===== config.mk =====
export PLATFORM = sky130hd
export DESIGN_NAME = zeckendorf_adder
export DESIGN_NICKNAME = d
export VERILOG_FILES = /design/src/hdl/zeck_pkg.sv /design/src/hdl/zeckendorf_adder.sv
export SDC_FILE = /design/constraint.sdc
export NUM_CORES = 1
export LEC_CHECK = 0
export BUFFER_PORTS_ARGS = -buffer_cell sky130_fd_sc_hd__buf_2
export CAP_MARGIN = 20
export CORE_AREA = 2 2 216 218
export DETAILED_ROUTE_END_ITERATION = 8
export DIE_AREA = 0 0 218 220
export PLACE_DENSITY = 0.79
export SYNTH_ARGS = -nofsm -noshare
export SYNTH_HDL_FRONTEND = slang
export SYNTH_SLANG_ARGS = --single-unit

===== constraint.sdc =====
create_clock -name clk -period 6.4 [get_ports clk]
set_input_delay 0 -clock clk [delete_from_list [all_inputs] [get_ports clk]]
set_output_delay 0 -clock clk [all_outputs]
set_load 0.01 [all_outputs]

===== src/hdl/zeck_pkg.sv =====
// ----------------------------------------------------------------------------
// zeck_pkg
// Shared types and constants for the Fibonacci-base (Zeckendorf) adder.
// ----------------------------------------------------------------------------
package zeck_pkg;

	// Operand and result geometry
	localparam int OPERAND_DIGITS_DEF = 61;
	localparam int SUM_DIGITS         = 64;
	localparam int LEN_W              = 7;
	localparam int IDX_W              = 6;

	// Bus widths, fields packed from the low bits and padded to whole bytes
	localparam int S_TDATA_W = 128;
	localparam int M_TDATA_W = 72;

	// Integer value of any sum is below W(64) < 2**45
	localparam int VAL_W = 46;

	// Digit weights W(i) = F(i+2) at the two top result positions
	localparam logic [VAL_W-1:0] W_TOP  = 46'd17167680177565; // W(63)
	localparam logic [VAL_W-1:0] W_NEXT = 46'd10610209857723; // W(62)

	// Sequencer states
	typedef enum logic [1:0] {
		ST_IDLE,
		ST_ACCUM,
		ST_REDUCE,
		ST_DONE
	} zeck_state_t;

endpackage


===== src/hdl/zeckendorf_adder.sv =====
// ----------------------------------------------------------------------------
// zeckendorf_adder
// Adds two Fibonacci-base operands and returns the normalized sum and its
// significant digit count, using one shared add/subtract datapath.
// ----------------------------------------------------------------------------
//
// Channel  Dir  Handshake          Payload (low bit first)
// s_*      in   s_tvalid/s_tready  addend_a[60:0], addend_b[121:61]
// m_*      out  m_tvalid/m_tready  sum_digits[63:0], sum_length[70:64]
//
// An item first converts both operands to an integer (one digit position per
// cycle through the shared adder), then runs greedy subtraction from the top
// weight down (one digit per cycle).
// s_tready is high only while the block is idle; a result waiting on
// m_tready holds its data and keeps the input closed.
// Reset clears the sequencer and output valid; no clearing pass is needed.
//
module zeckendorf_adder #(
	parameter int OPERAND_DIGITS = zeck_pkg::OPERAND_DIGITS_DEF
) (
	input  logic                           clk,
	input  logic                           arst_n,
	input  logic                           s_tvalid,
	output logic                           s_tready,
	input  logic [zeck_pkg::S_TDATA_W-1:0] s_tdata,  // addend_a, addend_b, pad
	output logic                           m_tvalid,
	input  logic                           m_tready,
	output logic [zeck_pkg::M_TDATA_W-1:0] m_tdata   // sum_digits, sum_length, pad
);

	localparam int VW = zeck_pkg::VAL_W;
	localparam int IW = zeck_pkg::IDX_W;
	localparam int LW = zeck_pkg::LEN_W;
	localparam int SW = zeck_pkg::SUM_DIGITS;
	localparam int FW = 61;

	zeck_pkg::zeck_state_t state_q, state_d;

	logic [OPERAND_DIGITS-1:0] a_q, b_q;
	logic [VW-1:0]             acc_q;
	logic [VW-1:0]             w_hi_q, w_lo_q;
	logic [IW-1:0]             cnt_q;
	logic [SW-1:0]             sum_q;
	logic [LW-1:0]             len_q;

	logic          in_acc, last_step;
	logic [VW-1:0] add_term;
	logic [VW:0]   diff;
	logic          take;
	logic [LW-1:0] pos_len;

	assign in_acc    = s_tvalid && s_tready;
	assign last_step = (cnt_q == '0);

	// Term for one digit position of both operands: 0, W or 2W
	always_comb begin
		case ({a_q[0], b_q[0]})
			2'b11:   add_term = {w_lo_q[VW-2:0], 1'b0};
			2'b10,
			2'b01:   add_term = w_lo_q;
			default: add_term = '0;
		endcase
	end

	// Greedy step: take the weight when the remainder covers it
	assign diff    = {1'b0, acc_q} - {1'b0, w_hi_q};
	assign take    = !diff[VW];
	assign pos_len = {1'b0, cnt_q} + LW'(1);

	// Hold the sequencer state
	always_ff @(posedge clk or negedge arst_n) begin
		if (!arst_n) begin
			state_q <= zeck_pkg::ST_IDLE;
		end else begin
			state_q <= state_d;
		end
	end

	// Advance through convert, reduce and deliver
	always_comb begin
		state_d  = state_q;
		s_tready = 1'b0;
		m_tvalid = 1'b0;
		case (state_q)
			zeck_pkg::ST_IDLE: begin
				s_tready = 1'b1;
				if (s_tvalid) state_d = zeck_pkg::ST_ACCUM;
			end
			zeck_pkg::ST_ACCUM: begin
				if (last_step) state_d = zeck_pkg::ST_REDUCE;
			end
			zeck_pkg::ST_REDUCE: begin
				if (last_step) state_d = zeck_pkg::ST_DONE;
			end
			zeck_pkg::ST_DONE: begin
				m_tvalid = 1'b1;
				if (m_tready) state_d = zeck_pkg::ST_IDLE;
			end
			default: state_d = zeck_pkg::ST_IDLE;
		endcase
	end

	// Shared datapath: accumulate operand value, then peel off weights
	always_ff @(posedge clk) begin
		if (in_acc) begin
			a_q    <= s_tdata[OPERAND_DIGITS-1:0];
			b_q    <= s_tdata[FW +: OPERAND_DIGITS];
			acc_q  <= '0;
			w_lo_q <= VW'(1);
			w_hi_q <= VW'(2);
			cnt_q  <= IW'(OPERAND_DIGITS - 1);
		end else if (state_q == zeck_pkg::ST_ACCUM) begin
			acc_q  <= acc_q + add_term;
			a_q    <= a_q >> 1;
			b_q    <= b_q >> 1;
			if (last_step) begin
				w_hi_q <= zeck_pkg::W_TOP;
				w_lo_q <= zeck_pkg::W_NEXT;
				cnt_q  <= IW'(SW - 1);
				sum_q  <= '0;
				len_q  <= LW'(1);
			end else begin
				w_lo_q <= w_hi_q;
				w_hi_q <= w_hi_q + w_lo_q;
				cnt_q  <= cnt_q - IW'(1);
			end
		end else if (state_q == zeck_pkg::ST_REDUCE) begin
			sum_q  <= {sum_q[SW-2:0], take};
			w_hi_q <= w_lo_q;
			w_lo_q <= w_hi_q - w_lo_q;
			cnt_q  <= cnt_q - IW'(1);
			if (take) begin
				acc_q <= diff[VW-1:0];
				if (len_q < pos_len) len_q <= pos_len;
			end
		end
	end

	assign m_tdata = {1'b0, len_q, sum_q};

	// Input and output never open at the same time
	assert property (@(posedge clk) disable iff (!arst_n) !(s_tready && m_tvalid))
		else $error("input and output both open");

	// Normalized form: no two adjacent digits while reducing or delivering
	assert property (@(posedge clk) disable iff (!arst_n)
		(state_q == zeck_pkg::ST_REDUCE || state_q == zeck_pkg::ST_DONE)
		|-> ((sum_q & (sum_q >> 1)) == '0))
		else $error("adjacent digits set in sum");

	// The whole value is consumed by the greedy pass
	assert property (@(posedge clk) disable iff (!arst_n) m_tvalid |-> (acc_q == '0))
		else $error("remainder left after reduction");

	// Length in range and consistent with the top digit
	assert property (@(posedge clk) disable iff (!arst_n)
		m_tvalid |-> (len_q >= LW'(1) && len_q <= LW'(SW)
			&& (sum_q >> len_q) == '0))
		else $error("sum length out of range");

endmodule

==> run_results.csv <==
group,metric,value,unit
global_route,grt_util_met2,46.6,%
logic_synthesis,synth_compound_area_share,23.8,%
placement,place_ws,1.62,ns
worst_setup_path,worstReg2RegStart,"b_q[0]",
drt,first_iter_violations,2576,
timing,clock.fmax,201,MHz
drt,dr_total_vias,23600,
timing,setup_tns,0,ns
global_route,grt_busiest_layer,"met2",
logic_synthesis,synth_top_family_by_area,"compound AO/OA/AOI/OAI gates",
logic_synthesis,synth_top_flop_cell,"edfxtp_1",
global_route,use_met3,5.08,%
final_layout,n_fill_cell,3723,
logic_synthesis,synthXorXnorAreaFrac,5.48,%
global_route,gr-total-overflow,0,
global_route,groute.usage.overall,30.0,%
final_layout,drive_gt1_share,9.82,%
logic_synthesis,synthSimpleGateAreaFrac,19.3,%
logic_synthesis,synth_enable_flop_cells,193,
power_and_ir_drop,p_leak,0.0132,uW
worst_setup_path,cpPeakStageDelay,0.39,ns
logic_synthesis,syn_area_per_cell,8.19,um2
cts,clock_sinks,339,
logic_synthesis,ys_warn_count,0,
status,status,"completed",
worst_setup_path,path_cells,"inv_1 -> ha_1 -> buf_4 -> a22oi_1 -> or2_2 -> inv_1 -> ha_1 -> a211oi_1 -> nor2_1 -> o31ai_1 -> o22ai_1 -> o211ai_1 -> o21ai_0 -> a21o_1 -> a221o_1 -> o21a_1 -> a2111oi_0 -> a21oi_1",
logic_synthesis,synthAdderAreaFrac,10.2,%
drt,drt_wl_total,74.5,mm
logic_synthesis,synth_async_sr_flop_share,0.590,%
floorplanning,ios,206,
cts,cts_setup_buffers,0,
logic_synthesis,yosys.cell_types.count,88,
floorplanning,rows,79,
timing,hold_viol_final,0,
timing,worst_slew_pin_slew,0.996,ns
timing,rsz0062_at_grt,"false",
timing,clock_skew,0.0269,ns
logic_synthesis,ys_ff_latch,339,
final_layout,finalNetCount,3558,
logic_synthesis,netlist_instances,3025,
run,cap_violations,0,
drt,vias_per_cell,6.10,
timing,fin_crit,4.97,ns
cts,cts_tree,"yes",
floorplanning,initial_utilization,54.0,%
logic_synthesis,syn-num-nets,3356,
timing,layout_setup_ws,1.43,ns
worst_setup_path,rr_worst_depth,18,
global_route,grt_pass1_wl,116,mm
drt,wl_per_cell,19.3,um
floorplanning,die_w,218,um
worst_setup_path,crit_type,"reg2reg",
placement,io_buffers,198,
power_and_ir_drop,finalPower,4740,uW
cts,root_buffer,"clkbuf_16",
global_route,antenna_found_initial,3,
floorplanning,dieHeight,220,um
placement,gp_congestion,0.968,
timing,slew_violations,0,
worst_setup_path,required,6.80,ns
drt,drc_errors,0,
cts,cts_max_level,2,
worst_setup_path,end_kind,"flip-flop",
cts,insertion_delay,0.57,ns
logic_synthesis,synth_mux_area_share,0.646,%
worst_setup_path,r2r_end,"acc_q[39]",
power_and_ir_drop,power.density,166,nW/um2
worst_setup_path,start_kind,"flip-flop",
placement,dp_hpwl,49.8,mm
cts,clockBufferDepth,3,
worst_setup_path,arrival,5.37,ns
worst_setup_path,path_max_fanout,46,
drt,firstDrtPassIters,6,
drt,ant_nets,0,
floorplanning,core_area,45900,um2
min_path,min_to,"a_q[37]",
worst_setup_path,critPathSlowestCell,"buf_4",
power_and_ir_drop,ir_drop,0.233,mV
cts,cts_buffers,39,
global_route,grt_pass1_vias,22000,
min_path,holdPathStages,4,
logic_synthesis,syn_area,24800,um2
final_layout,syn_to_final_growth,15.5,%
logic_synthesis,ys_seq_area_share,35.2,%
worst_setup_path,rrSetupSlack,1.43,ns
timing,relSlewSlack,33.6,%
cts,path_clk_slew,0.06,ns
global_route,grt_max_degree,98,
floorplanning,die_area,48000,um2
global_route,grt_use_met1,42.5,%
min_path,hp-class,"in2reg",
timing,setup_violations,0,
timing,fin_crit_sh,77.6,%
min_path,holdCritStartpoint,"s_tdata[37]",
-- kinds of logic (layout without fill, tap and decap cells) --
kind of cell    after synthesis  count (layout)
buf+inv                     344             576
xor+xnor                    155             155
other cells                   1               4
simple gates               1076            1076
fa+ha+maj                   199             199
compound gates              895             895
mux                          16              16
flops                       339             339
-- power breakdown --
part,total (uW),internal [uW],leakage (uW),switching (uW)
clock,2360,1390,0.000651,968
sequential,2280,2280,0.00346,0
combinational,108,77.7,0.00907,29.8
-- through the flow --
stage / cell area (um2) / hold slack [ns] / std cells / utilization [%]
finish: 28600 / 0.228 / 3867 / 62.4
global route: 28600 / 0.248 / 3867 / 62.4
CTS: 28600 / 0.214 / 3864 / 62.4
detailed placement: 26000 / -0.210 / 3664 / 56.7
global placement: 26000 / -0.211 / 3664 / 56.7
floorplan: 24800 / -0.296 / 3025 / -
-- cell usage after synthesis, types with 14 or more instances --
cell type / number / area share, %
inv_1: 158 / 2.4
a21oi_1: 246 / 5.0
a31oi_1: 27 / 0.68
a221oi_1: 16 / 0.57
o21a_1: 29 / 0.88
o211ai_1: 25 / 0.76
nand4_1: 16 / 0.40
xor2_1: 52 / 1.8
buf_1: 17 / 0.26
nand2_1: 506 / 7.7
dfxtp_1: 144 / 12
edfxtp_1: 193 / 23
clkbuf_1: 146 / 2.2
nand3_1: 44 / 0.89
nor3_1: 46 / 0.93
xnor2_1: 103 / 3.6
mux2i_1: 16 / 0.65
buf_2: 14 / 0.28
and3_1: 18 / 0.45
o21bai_1: 36 / 1.1
a211oi_1: 53 / 1.6
o21ai_0: 164 / 3.3
o31ai_1: 16 / 0.48
nor2_1: 256 / 3.9
a21o_1: 71 / 2.2
nand2b_1: 36 / 0.91
o221ai_1: 39 / 1.4
ha_1: 195 / 9.8
nor2b_1: 83 / 2.1
a22oi_1: 65 / 2.0
-- critical path: cells and delay by family, from the launching register on --
kind | cells | cell delay (ns)
flops | 1 | 0.37
simple gates | 2 | 0.47
compound gates | 11 | 2.94
fa+ha+maj | 2 | 0.51
buf+inv | 3 | 0.51
-- per-layer routing --
metal	vias to the layer above	routed length (um)
met5	-	0
met4	0	2040
met3	159	7300
met2	1138	33000
met1	11100	32200
li1	11200	-
-- registers in the layout, indices dropped and copies added (netlist names) --
signal   count
sum_q       64
acc_q       46
cnt_q        6
a_q         61
w_hi_q      46
b_q         61
len_q        7
w_lo_q      46
state_q      2
-- how the worst max path moves through the flow --
stage              from  slack (ns)         to
3_3_place_gp     a_q[0]        1.63  acc_q[39]
6_report         b_q[0]        1.43  acc_q[39]
4_1_cts          b_q[0]        1.60  acc_q[39]
5_1_grt          b_q[0]        1.10  acc_q[39]
3_5_place_dp     a_q[0]        1.62  acc_q[39]
2_1_floorplan  cnt_q[2]        1.42   len_q[0]
-- repair_timing --
action / 4_1_cts / 5_1_grt
endpoints found under the hold margin: 126 / 0
hold buffers: 129 / 0
gates resized for setup: 0 / 0
-- area by class of cell --
| type | instances | area [um2] | area share, % |
|---|---|---|---|
| sequential | 339 | 8730 | 30.5 |
| antenna | 3 | 7.51 | 0.0262 |
| multi-input combinational | 2342 | 14800 | 51.6 |
| timing repair buffer | 346 | 2440 | 8.51 |
| tap | 607 | 759 | 2.65 |
| inverter | 159 | 599 | 2.09 |
| clock buffer | 47 | 1060 | 3.69 |
| clock inverter | 24 | 279 | 0.974 |
-- cell usage in the layout (no fill, tap or decap), types with 44 or more instances in the layout --
master         netlist  routed
a211oi_1            53      53
buf_2               14     198
nor2b_1             83      83
nor3_1              46      46
a21oi_1            246     246
xnor2_1            103     103
a21o_1              71      71
dfxtp_1            144     144
xor2_1              52      52
o21ai_0            164     164
dlygate4sd3_1        0     129
nand3_1             44      44
a22oi_1             65      65
edfxtp_1           193     193
ha_1               195     193
nor2_1             256     254
inv_1              158     156
nand2_1            506     505
Power figures use the tool's default switching activity.
